$ cat src/rtl/tfpm_pkg.sv
// ----------------------------------------------------------------------------
// tfpm_pkg
// Shared types, constants and check functions for the thermal frame checker.
// ----------------------------------------------------------------------------
package tfpm_pkg;

    localparam int PIXEL_COUNT = 8;
    localparam int LAST_POS    = 2 * PIXEL_COUNT + 2;
    localparam int POS_W       = $clog2(LAST_POS + 1);

    localparam logic [7:0]         POLY          = 8'h07;
    localparam logic signed [15:0] FLOOR_TENTHS  = -16'sd2732;
    localparam logic [6:0]         RESET_ADDRESS = 7'd10;

    typedef struct packed {
        logic [7:0] rx_byte;
        logic       frame_start;
        logic       transfer_error;
    } t_item;

    typedef struct packed {
        logic signed [15:0] hottest_pixel;
        logic               frame_valid;
        logic               check_failed;
        logic               bus_failed;
        logic [7:0]         computed_check;
    } t_result;

    // one byte through the crc-8 register, msb first
    function automatic logic [7:0] crc_byte(input logic [7:0] v);
        logic [7:0] c;
        c = v;
        for (int k = 0; k < 8; k++) begin
            c = c[7] ? ((c << 1) ^ POLY) : (c << 1);
        end
        return c;
    endfunction

    // crc of the 8-bit read address
    function automatic logic [7:0] seed_of(input logic [6:0] addr);
        return crc_byte({addr, 1'b1});
    endfunction

endpackage

$ cat src/rtl/tfpm_frame.sv
// ----------------------------------------------------------------------------
// tfpm_frame
// Frame position, crc accumulator and running maximum for one byte per cycle while i_fire is high.
// ----------------------------------------------------------------------------
module tfpm_frame
    import tfpm_pkg::*;
(
    input  logic       i_clk,
    input  logic       i_rst_n,
    input  logic       i_fire,
    input  t_item      i_item,
    input  logic [6:0] i_address,
    output logic       o_last,
    output t_result    o_res
);

    logic [POS_W-1:0]   r_pos, n_pos;
    logic [7:0]         r_acc, n_acc;
    logic [7:0]         r_held, n_held;
    logic signed [15:0] r_max, n_max;
    logic               r_fault, n_fault;

    logic [POS_W-1:0]   pos_eff;
    logic               first;
    logic [7:0]         acc_base;
    logic               fault_now;
    logic signed [15:0] max_base;
    logic signed [15:0] pix;
    logic [7:0]         crc_next;
    logic               bad_check;
    logic               ok;

    always_comb begin
        pos_eff   = (i_item.frame_start || r_pos > POS_W'(LAST_POS)) ? '0 : r_pos;
        first     = (pos_eff == '0);
        acc_base  = first ? seed_of(i_address) : r_acc;
        fault_now = (first ? 1'b0 : r_fault) | i_item.transfer_error;
        max_base  = first ? FLOOR_TENTHS : r_max;
        o_last    = (pos_eff == POS_W'(LAST_POS));
        crc_next  = crc_byte(acc_base ^ i_item.rx_byte);
        pix       = $signed({i_item.rx_byte, r_held});
        bad_check = (acc_base != i_item.rx_byte);
        ok        = !bad_check && !fault_now;

        o_res.hottest_pixel  = ok ? max_base : FLOOR_TENTHS;
        o_res.frame_valid    = ok;
        o_res.check_failed   = bad_check;
        o_res.bus_failed     = fault_now;
        o_res.computed_check = acc_base;
    end

    always_comb begin
        n_pos   = r_pos;
        n_acc   = r_acc;
        n_held  = r_held;
        n_max   = r_max;
        n_fault = r_fault;
        if (i_fire) begin
            n_fault = fault_now;
            n_acc   = acc_base;
            n_max   = max_base;
            if (o_last) begin
                n_pos = '0;
            end else begin
                n_acc = crc_next;
                n_pos = pos_eff + POS_W'(1);
                if (pos_eff >= POS_W'(2)) begin
                    if (!pos_eff[0]) begin
                        n_held = i_item.rx_byte;
                    end else if (pix > max_base) begin
                        n_max = pix;
                    end
                end
            end
        end
    end

    always_ff @(posedge i_clk) begin
        if (!i_rst_n) begin
            r_pos   <= '0;
            r_acc   <= seed_of(RESET_ADDRESS);
            r_held  <= '0;
            r_max   <= FLOOR_TENTHS;
            r_fault <= 1'b0;
        end else begin
            r_pos   <= n_pos;
            r_acc   <= n_acc;
            r_held  <= n_held;
            r_max   <= n_max;
            r_fault <= n_fault;
        end
    end

    a_rearm: assert property (@(posedge i_clk) disable iff (!i_rst_n)
        i_fire && o_last |=> r_pos == '0)
        else $error("position not cleared after check byte");

    a_pos_range: assert property (@(posedge i_clk) disable iff (!i_rst_n)
        r_pos <= POS_W'(LAST_POS))
        else $error("position beyond frame length");

    a_valid_flags: assert property (@(posedge i_clk) disable iff (!i_rst_n)
        i_fire |-> o_res.frame_valid == !(o_res.check_failed || o_res.bus_failed))
        else $error("frame_valid disagrees with failure flags");

    a_reject_floor: assert property (@(posedge i_clk) disable iff (!i_rst_n)
        i_fire && !o_res.frame_valid |-> o_res.hottest_pixel == FLOOR_TENTHS)
        else $error("rejected frame does not report floor");

endmodule

$ cat src/rtl/tfpm_out.sv
// ----------------------------------------------------------------------------
// tfpm_out
// Result register holding one item until the receiver takes it.
// ----------------------------------------------------------------------------
module tfpm_out
    import tfpm_pkg::*;
(
    input  logic    i_clk,
    input  logic    i_rst_n,
    input  logic    i_load,
    input  t_result i_res,
    input  logic    i_ready,
    output logic    o_free,
    output logic    o_valid,
    output t_result o_res
);

    logic    r_valid, n_valid;
    t_result r_res, n_res;

    always_comb begin
        o_free  = !r_valid || i_ready;
        n_valid = i_load ? 1'b1 : (i_ready ? 1'b0 : r_valid);
        n_res   = i_load ? i_res : r_res;
    end

    always_ff @(posedge i_clk) begin
        if (!i_rst_n) begin
            r_valid <= 1'b0;
        end else begin
            r_valid <= n_valid;
        end
    end

    always_ff @(posedge i_clk) begin
        r_res <= n_res;
    end

    assign o_valid = r_valid;
    assign o_res   = r_res;

endmodule

$ cat src/rtl/thermal_frame_pec_max_core.sv
// ----------------------------------------------------------------------------
// thermal_frame_pec_max_core
// Thermopile read frame checker: crc-8 packet error check and hottest pixel.
//
// Input channel: one received byte per item with frame_start and
// transfer_error flags (i_in_valid / o_in_ready). A frame is a 2-byte
// reference word, PIXEL_COUNT little-endian pixels, then the check byte.
// Output channel: one item per frame, produced on the check byte
// (o_out_valid / i_out_ready). Other bytes give no output.
// Configuration: i_cfg_wr_en writes the seven-bit device address, which
// seeds the check at the next frame start; write only while idle.
// Path: an item goes through an input register and the frame logic into
// the result register. Throughput is one byte per cycle, set by the
// combinational crc byte update and pixel compare, while no check byte
// waits for a full result register.
// Reset clears position, flags and the result valid bit; the address
// returns to 10. While the receiver stalls, bytes that give no output keep
// flowing; a check byte waits in the input register until the result
// register frees, and input is held off while it waits.
// ----------------------------------------------------------------------------
module thermal_frame_pec_max_core
    import tfpm_pkg::*;
(
    input  logic               i_clk,
    input  logic               i_rst_n,
    input  logic               i_cfg_wr_en,
    input  logic [6:0]         i_cfg_wr_data,
    input  logic               i_in_valid,
    output logic               o_in_ready,
    input  logic [7:0]         i_rx_byte,
    input  logic               i_frame_start,
    input  logic               i_transfer_error,
    output logic               o_out_valid,
    input  logic               i_out_ready,
    output logic signed [15:0] o_hottest_pixel,
    output logic               o_frame_valid,
    output logic               o_check_failed,
    output logic               o_bus_failed,
    output logic [7:0]         o_computed_check
);

    logic [6:0] r_address;
    logic       r_s1_valid, n_s1_valid;
    t_item      r_s1, n_s1;

    logic       s1_fire;
    logic       in_fire;
    logic       last;
    logic       out_free;
    t_result    res;
    t_result    out_res;

    // byte stage advances unless a check byte meets a full result register that the receiver does not take
    always_comb begin
        s1_fire    = r_s1_valid && (!last || out_free);
        o_in_ready = !r_s1_valid || s1_fire;
        in_fire    = i_in_valid && o_in_ready;
        n_s1_valid = in_fire ? 1'b1 : (s1_fire ? 1'b0 : r_s1_valid);
        n_s1       = in_fire ? t_item'{i_rx_byte, i_frame_start, i_transfer_error} : r_s1;
    end

    always_ff @(posedge i_clk) begin
        if (!i_rst_n) begin
            r_address  <= RESET_ADDRESS;
            r_s1_valid <= 1'b0;
        end else begin
            if (i_cfg_wr_en) begin
                r_address <= i_cfg_wr_data;
            end
            r_s1_valid <= n_s1_valid;
        end
    end

    always_ff @(posedge i_clk) begin
        r_s1 <= n_s1;
    end

    tfpm_frame u_frame (
        .i_clk     (i_clk),
        .i_rst_n   (i_rst_n),
        .i_fire    (s1_fire),
        .i_item    (r_s1),
        .i_address (r_address),
        .o_last    (last),
        .o_res     (res)
    );

    tfpm_out u_out (
        .i_clk   (i_clk),
        .i_rst_n (i_rst_n),
        .i_load  (s1_fire && last),
        .i_res   (res),
        .i_ready (i_out_ready),
        .o_free  (out_free),
        .o_valid (o_out_valid),
        .o_res   (out_res)
    );

    assign o_hottest_pixel  = out_res.hottest_pixel;
    assign o_frame_valid    = out_res.frame_valid;
    assign o_check_failed   = out_res.check_failed;
    assign o_bus_failed     = out_res.bus_failed;
    assign o_computed_check = out_res.computed_check;

endmodule

$ cat config.mk
export PLATFORM = sky130hd
export DESIGN_NAME = thermal_frame_pec_max_core
export DESIGN_NICKNAME = d
export VERILOG_FILES = /design/src/rtl/tfpm_pkg.sv /design/src/rtl/tfpm_frame.sv /design/src/rtl/tfpm_out.sv /design/src/rtl/thermal_frame_pec_max_core.sv
export SDC_FILE = /design/constraint.sdc
export NUM_CORES = 1
export LEC_CHECK = 0
export BUFFER_PORTS_ARGS = -buffer_cell sky130_fd_sc_hd__buf_2
export CAP_MARGIN = 20
export CORE_MARGIN = 3
export CORE_UTILIZATION = 30
export CTS_BUF_LIST = sky130_fd_sc_hd__clkbuf_8 sky130_fd_sc_hd__clkbuf_16
export DETAILED_ROUTE_END_ITERATION = 7
export GPL_ROUTABILITY_DRIVEN = 0
export PLACE_DENSITY = 0.55
export REMOVE_ABC_BUFFERS = 1
export SYNTH_ARGS = -nofsm -noshare
export SYNTH_HDL_FRONTEND = slang
export SYNTH_HIERARCHICAL = 1
export SYNTH_SLANG_ARGS = --single-unit
export TNS_END_PERCENT = 30
$ cat constraint.sdc
create_clock -name i_clk -period 3.65 [get_ports i_clk]
set_input_delay 0.73 -clock i_clk [delete_from_list [all_inputs] [get_ports i_clk]]
set_output_delay 0.73 -clock i_clk [all_outputs]
set_load 0.01 [all_outputs]
==> reports/qor.txt <==
Status: finished with violations
Violated checks: setup timing
Hold Fails Final Rpt: 0
Routed WL per cell: 15.4 um
H-tree Lvls: 3
Crit path max fanout: 5
Slew HR: 0.356
CP Capture Type: flip-flop
WL final: 10900 um
Max Slew Vio Count: 0
RSZ-0062 raised after global routing: true
Sequential area share after synthesis: 0.457
Synthesized area: 0.00449 mm2
Area grow syn2layout: 32.0%
Critical Path AT: 4.01 ns
Die area: 0.0165 mm2
CTS tree: done
Switching power: 0.624 mW
Total global-route track usage: 0.137
Worst hold path cell count: 2
Placement Rows: 44
Clock buffer depth: 2
Register-to-register setup slack: -0.07 ns
Sequential cell area: 0.00206 mm2
Slew @ Worst Pin: 0.959 ns
Reg2reg end: u_frame/r_max[4]$_SDFFE_PN1P_
Final ANT Viol Nets: 0
FFs w/ async S/R, synth: 0
Grt ovf: 0
First-pass GRT wire length: 17500 um
Tmin final: 3.72 ns
Hold EP: u_frame/r_acc[7]$_SDFFE_PN0P_
Startpoint types: flip-flop
Number of synthesis warnings: 6
Initial antenna violation count: 0
Slowest Stage Delay on Critical Path: 0.38 ns
Synth Area per Inst: 10.6 um2
Cell variety after synth: 63
Slowest CP cell: or3_4
Maximum VDD drop: 180 uV
Sequential share of power: 0.441
Gate power share: 0.188
DP HPWL: 7610 um
Footprint of the multi-input gates: 0.00250 mm2
Clock group share of total power: 0.371
Setup TNS: -0.596 ns
Seq cells post-synth: 84
Clock sink count: 84
Diodes inserted: 0
Post-synth EDFFs: 37
Inserted Clock Buffers: 9
Worst setup path category: flip-flop to flip-flop
Area leader, netlist: edfxtp_1
Maxcap violations: 0
RR Startpoint: u_frame/r_pos[1]$_SDFFE_PN0P_
CTS hold repair buffers: 0
Number of global-route vias before repair: 3420
Switching share of power: 0.262
Pre-CTS WS: -0.177 ns
Main flop type after synthesis: dfxtp_1
Root buffer cell: clkbuf_16
Final setup vio count: 13
Die W: 128 um
Syn Inst Count: 423
Layout cells sized above 1: 0.394
Fill cells: 1399
Top cell type's share of synthesized area: 0.247
Worst-skew pair later-pin latency: 0.35 ns
Die H: 128 um
Min-delay src: u_frame/r_acc[7]$_SDFFE_PN0P_
Vias per inst: 4.79
Initial core utilization: 0.308
Final worst-path cycle share: 1.02
Power Density: 402 mW/mm2
Internal: 1.76 mW
Ports: 51
Achievable clock frequency: 269 MHz
Core Area: 0.0146 mm2
Reg2reg path depth: 18
DRT iter0 DRCs: 158
Tot Pwr: 2.38 mW
Crit-path cells: buf_6, or3_4, nand2_2, nand3b_1, ha_4, o221ai_4, buf_6, nand2_1, ha_4, a21o_1, a21o_1, a21oi_2, nor2_2, o31a_1, o211ai_4, buf_12, mux2_4, o21ai_2
Hold crit path type: flip-flop to flip-flop
Pin count of the biggest net entering global routing: 30
Port-buffer cells: 50
Reg clk slew, reported paths: 0.06 ns
CP required: 3.93 ns
Synth top area cells: edfxtp_1, dfxtp_1, ha_1, nor2_1, mux2i_1
Leak: 2.46 nW
Final worst slack: -0.0709 ns
Drt drc: 0
Final Skew: 0.00793 ns
First-pass detailed-route iteration total: 4
Final nets: 564
Total number of vias: 3402
[layout by cell type (no fill, tap or decap), drive strengths merged, types with 4 or more instances in the layout]
master,n
edfxtp,37
a21oi,20
nand4,6
o21ai,16
dfxtp,47
inv,28
mux2,12
nor3,4
xnor2,14
nor2,55
buf,108
or2,9
clkbuf,11
nand2,27
nor2b,6
ha,21
a21o,7
nand3,6
xor2,18
and3,4
mux2i,22
[through the flow]
step	cells	util	hold WS [ns]	instance area, um2
after floorplan	402	-	0.440	4370
after global placement	680	0.357	0.453	5210
after detailed placement	680	0.357	0.457	5210
after CTS	701	0.387	0.468	5650
after global routing	710	0.406	0.495	5930
final	710	0.406	0.462	5930
[sequential cells by signal, indices dropped and copies added (netlist names)]
| name | count |
|---|---|
| u_frame/r_acc | 8 |
| u_frame/r_fault | 1 |
| r_address | 7 |
| u_frame/r_held | 8 |
| u_out/o_valid | 1 |
| u_frame/r_pos | 5 |
| u_out/o_res | 27 |
| u_frame/r_max | 16 |
| r_s1 | 10 |
| r_s1_valid | 1 |
[layout make-up]
class | instances | share of cell area
tap | 184 | 0.0388
clock inverter | 5 | 0.00422
timing repair buffer | 108 | 0.126
clock buffer | 11 | 0.0445
multi-input combinational | 291 | 0.422
inverter | 27 | 0.0171
sequential | 84 | 0.347
[kinds of logic (layout without fill, tap and decap cells)]
logic type	Yosys count	count (layout)	synth area share
XOR/XNOR	35	35	0.0808
AND/OR/NAND/NOR	128	128	0.139
adder cells (fa/ha/maj)	21	21	0.0585
multiplexers	34	34	0.0958
buffers and inverters	48	151	0.0501
flip-flops	84	84	0.457
AO/OA/AOI/OAI	73	73	0.119
[power groups by stage]
stage	Clock, mW	Sequential, mW	Combinational, mW
2_1_floorplan	0	1.06	0.284
3_3_place_gp	0	1.07	0.412
3_5_place_dp	0	1.07	0.418
4_1_cts	0.913	1.05	0.429
5_1_grt	0.958	1.05	0.492
6_report	0.882	1.05	0.448
[metal layers]
| layer | up-vias | wire [um] | GRT usage |
|---|---|---|---|
| li1 | 1671 | - | - |
| met1 | 1634 | 4940 | 0.173 |
| met2 | 78 | 5240 | 0.221 |
| met3 | 19 | 502 | 0.0295 |
| met4 | 0 | 265 | 0.0662 |
| met5 | - | 0 | 0 |
[worst max-delay path, delay by kind of cell (launching register included)]
kind / cells / cell delay [ns]
AO/OA/AOI/OAI: 7 / 1.39
AND/OR/NAND/NOR: 5 / 0.75
adder cells (fa/ha/maj): 2 / 0.46
buffers and inverters: 3 / 0.42
flip-flops: 1 / 0.33
multiplexers: 1 / 0.30
[cell usage after synthesis (2+ instances only)]
| cell | number |
|---|---|
| o31ai_1 | 2 |
| buf_2 | 3 |
| nor3_2 | 2 |
| inv_1 | 26 |
| a21oi_1 | 16 |
| mux2_4 | 10 |
| clkbuf_1 | 9 |
| or2_2 | 8 |
| nand2b_1 | 2 |
| xnor3_1 | 3 |
| o21ai_1 | 8 |
| nand3_1 | 6 |
| nand2_1 | 27 |
| nor3_1 | 2 |
| a21o_1 | 7 |
| and2_1 | 3 |
| o31a_1 | 2 |
| a211oi_1 | 3 |
| buf_6 | 4 |
| xor2_1 | 17 |
| xnor2_1 | 13 |
| mux2i_4 | 3 |
| dfxtp_1 | 47 |
| o21ai_0 | 8 |
| mux2_2 | 2 |
| buf_4 | 3 |
| ha_1 | 21 |
| o32a_1 | 2 |
| nand4_1 | 6 |
| and3_1 | 4 |
| o21a_1 | 2 |
| o211ai_1 | 2 |
| buf_1 | 2 |
| o2bb2ai_1 | 3 |
| edfxtp_1 | 37 |
| a21oi_2 | 4 |
| mux2i_1 | 19 |
| nor2b_1 | 6 |
| nor2_1 | 55 |
[what timing repair did]
item	in CTS	in global routing
setup buffers	4	12
pin swaps	12	26
cloned	1	0
setup endpoints to repair	19	26
gates resized for setup	23	43
[how the worst max path moves through the flow]
stage / end / slack, ns / from
final: u_frame/r_max[4]$_SDFFE_PN1P_ / -0.07 / u_frame/r_pos[1]$_SDFFE_PN0P_
after global routing: u_frame/r_max[5]$_SDFFE_PN0P_ / -0.17 / u_frame/r_pos[1]$_SDFFE_PN0P_
after CTS: u_frame/r_max[14]$_SDFFE_PN1P_ / -0.03 / u_frame/r_pos[1]$_SDFFE_PN0P_
after detailed placement: u_frame/r_max[4]$_SDFFE_PN1P_ / -0.18 / u_frame/r_pos[2]$_SDFFE_PN0P_
after global placement: u_frame/r_max[4]$_SDFFE_PN1P_ / -0.04 / u_frame/r_pos[1]$_SDFFE_PN0P_
after floorplan: u_frame/r_held[0]$_SDFFE_PN0P_ / -1.54 / u_frame/r_pos[2]$_SDFFE_PN0P_
(Power assumes the default switching activity.)
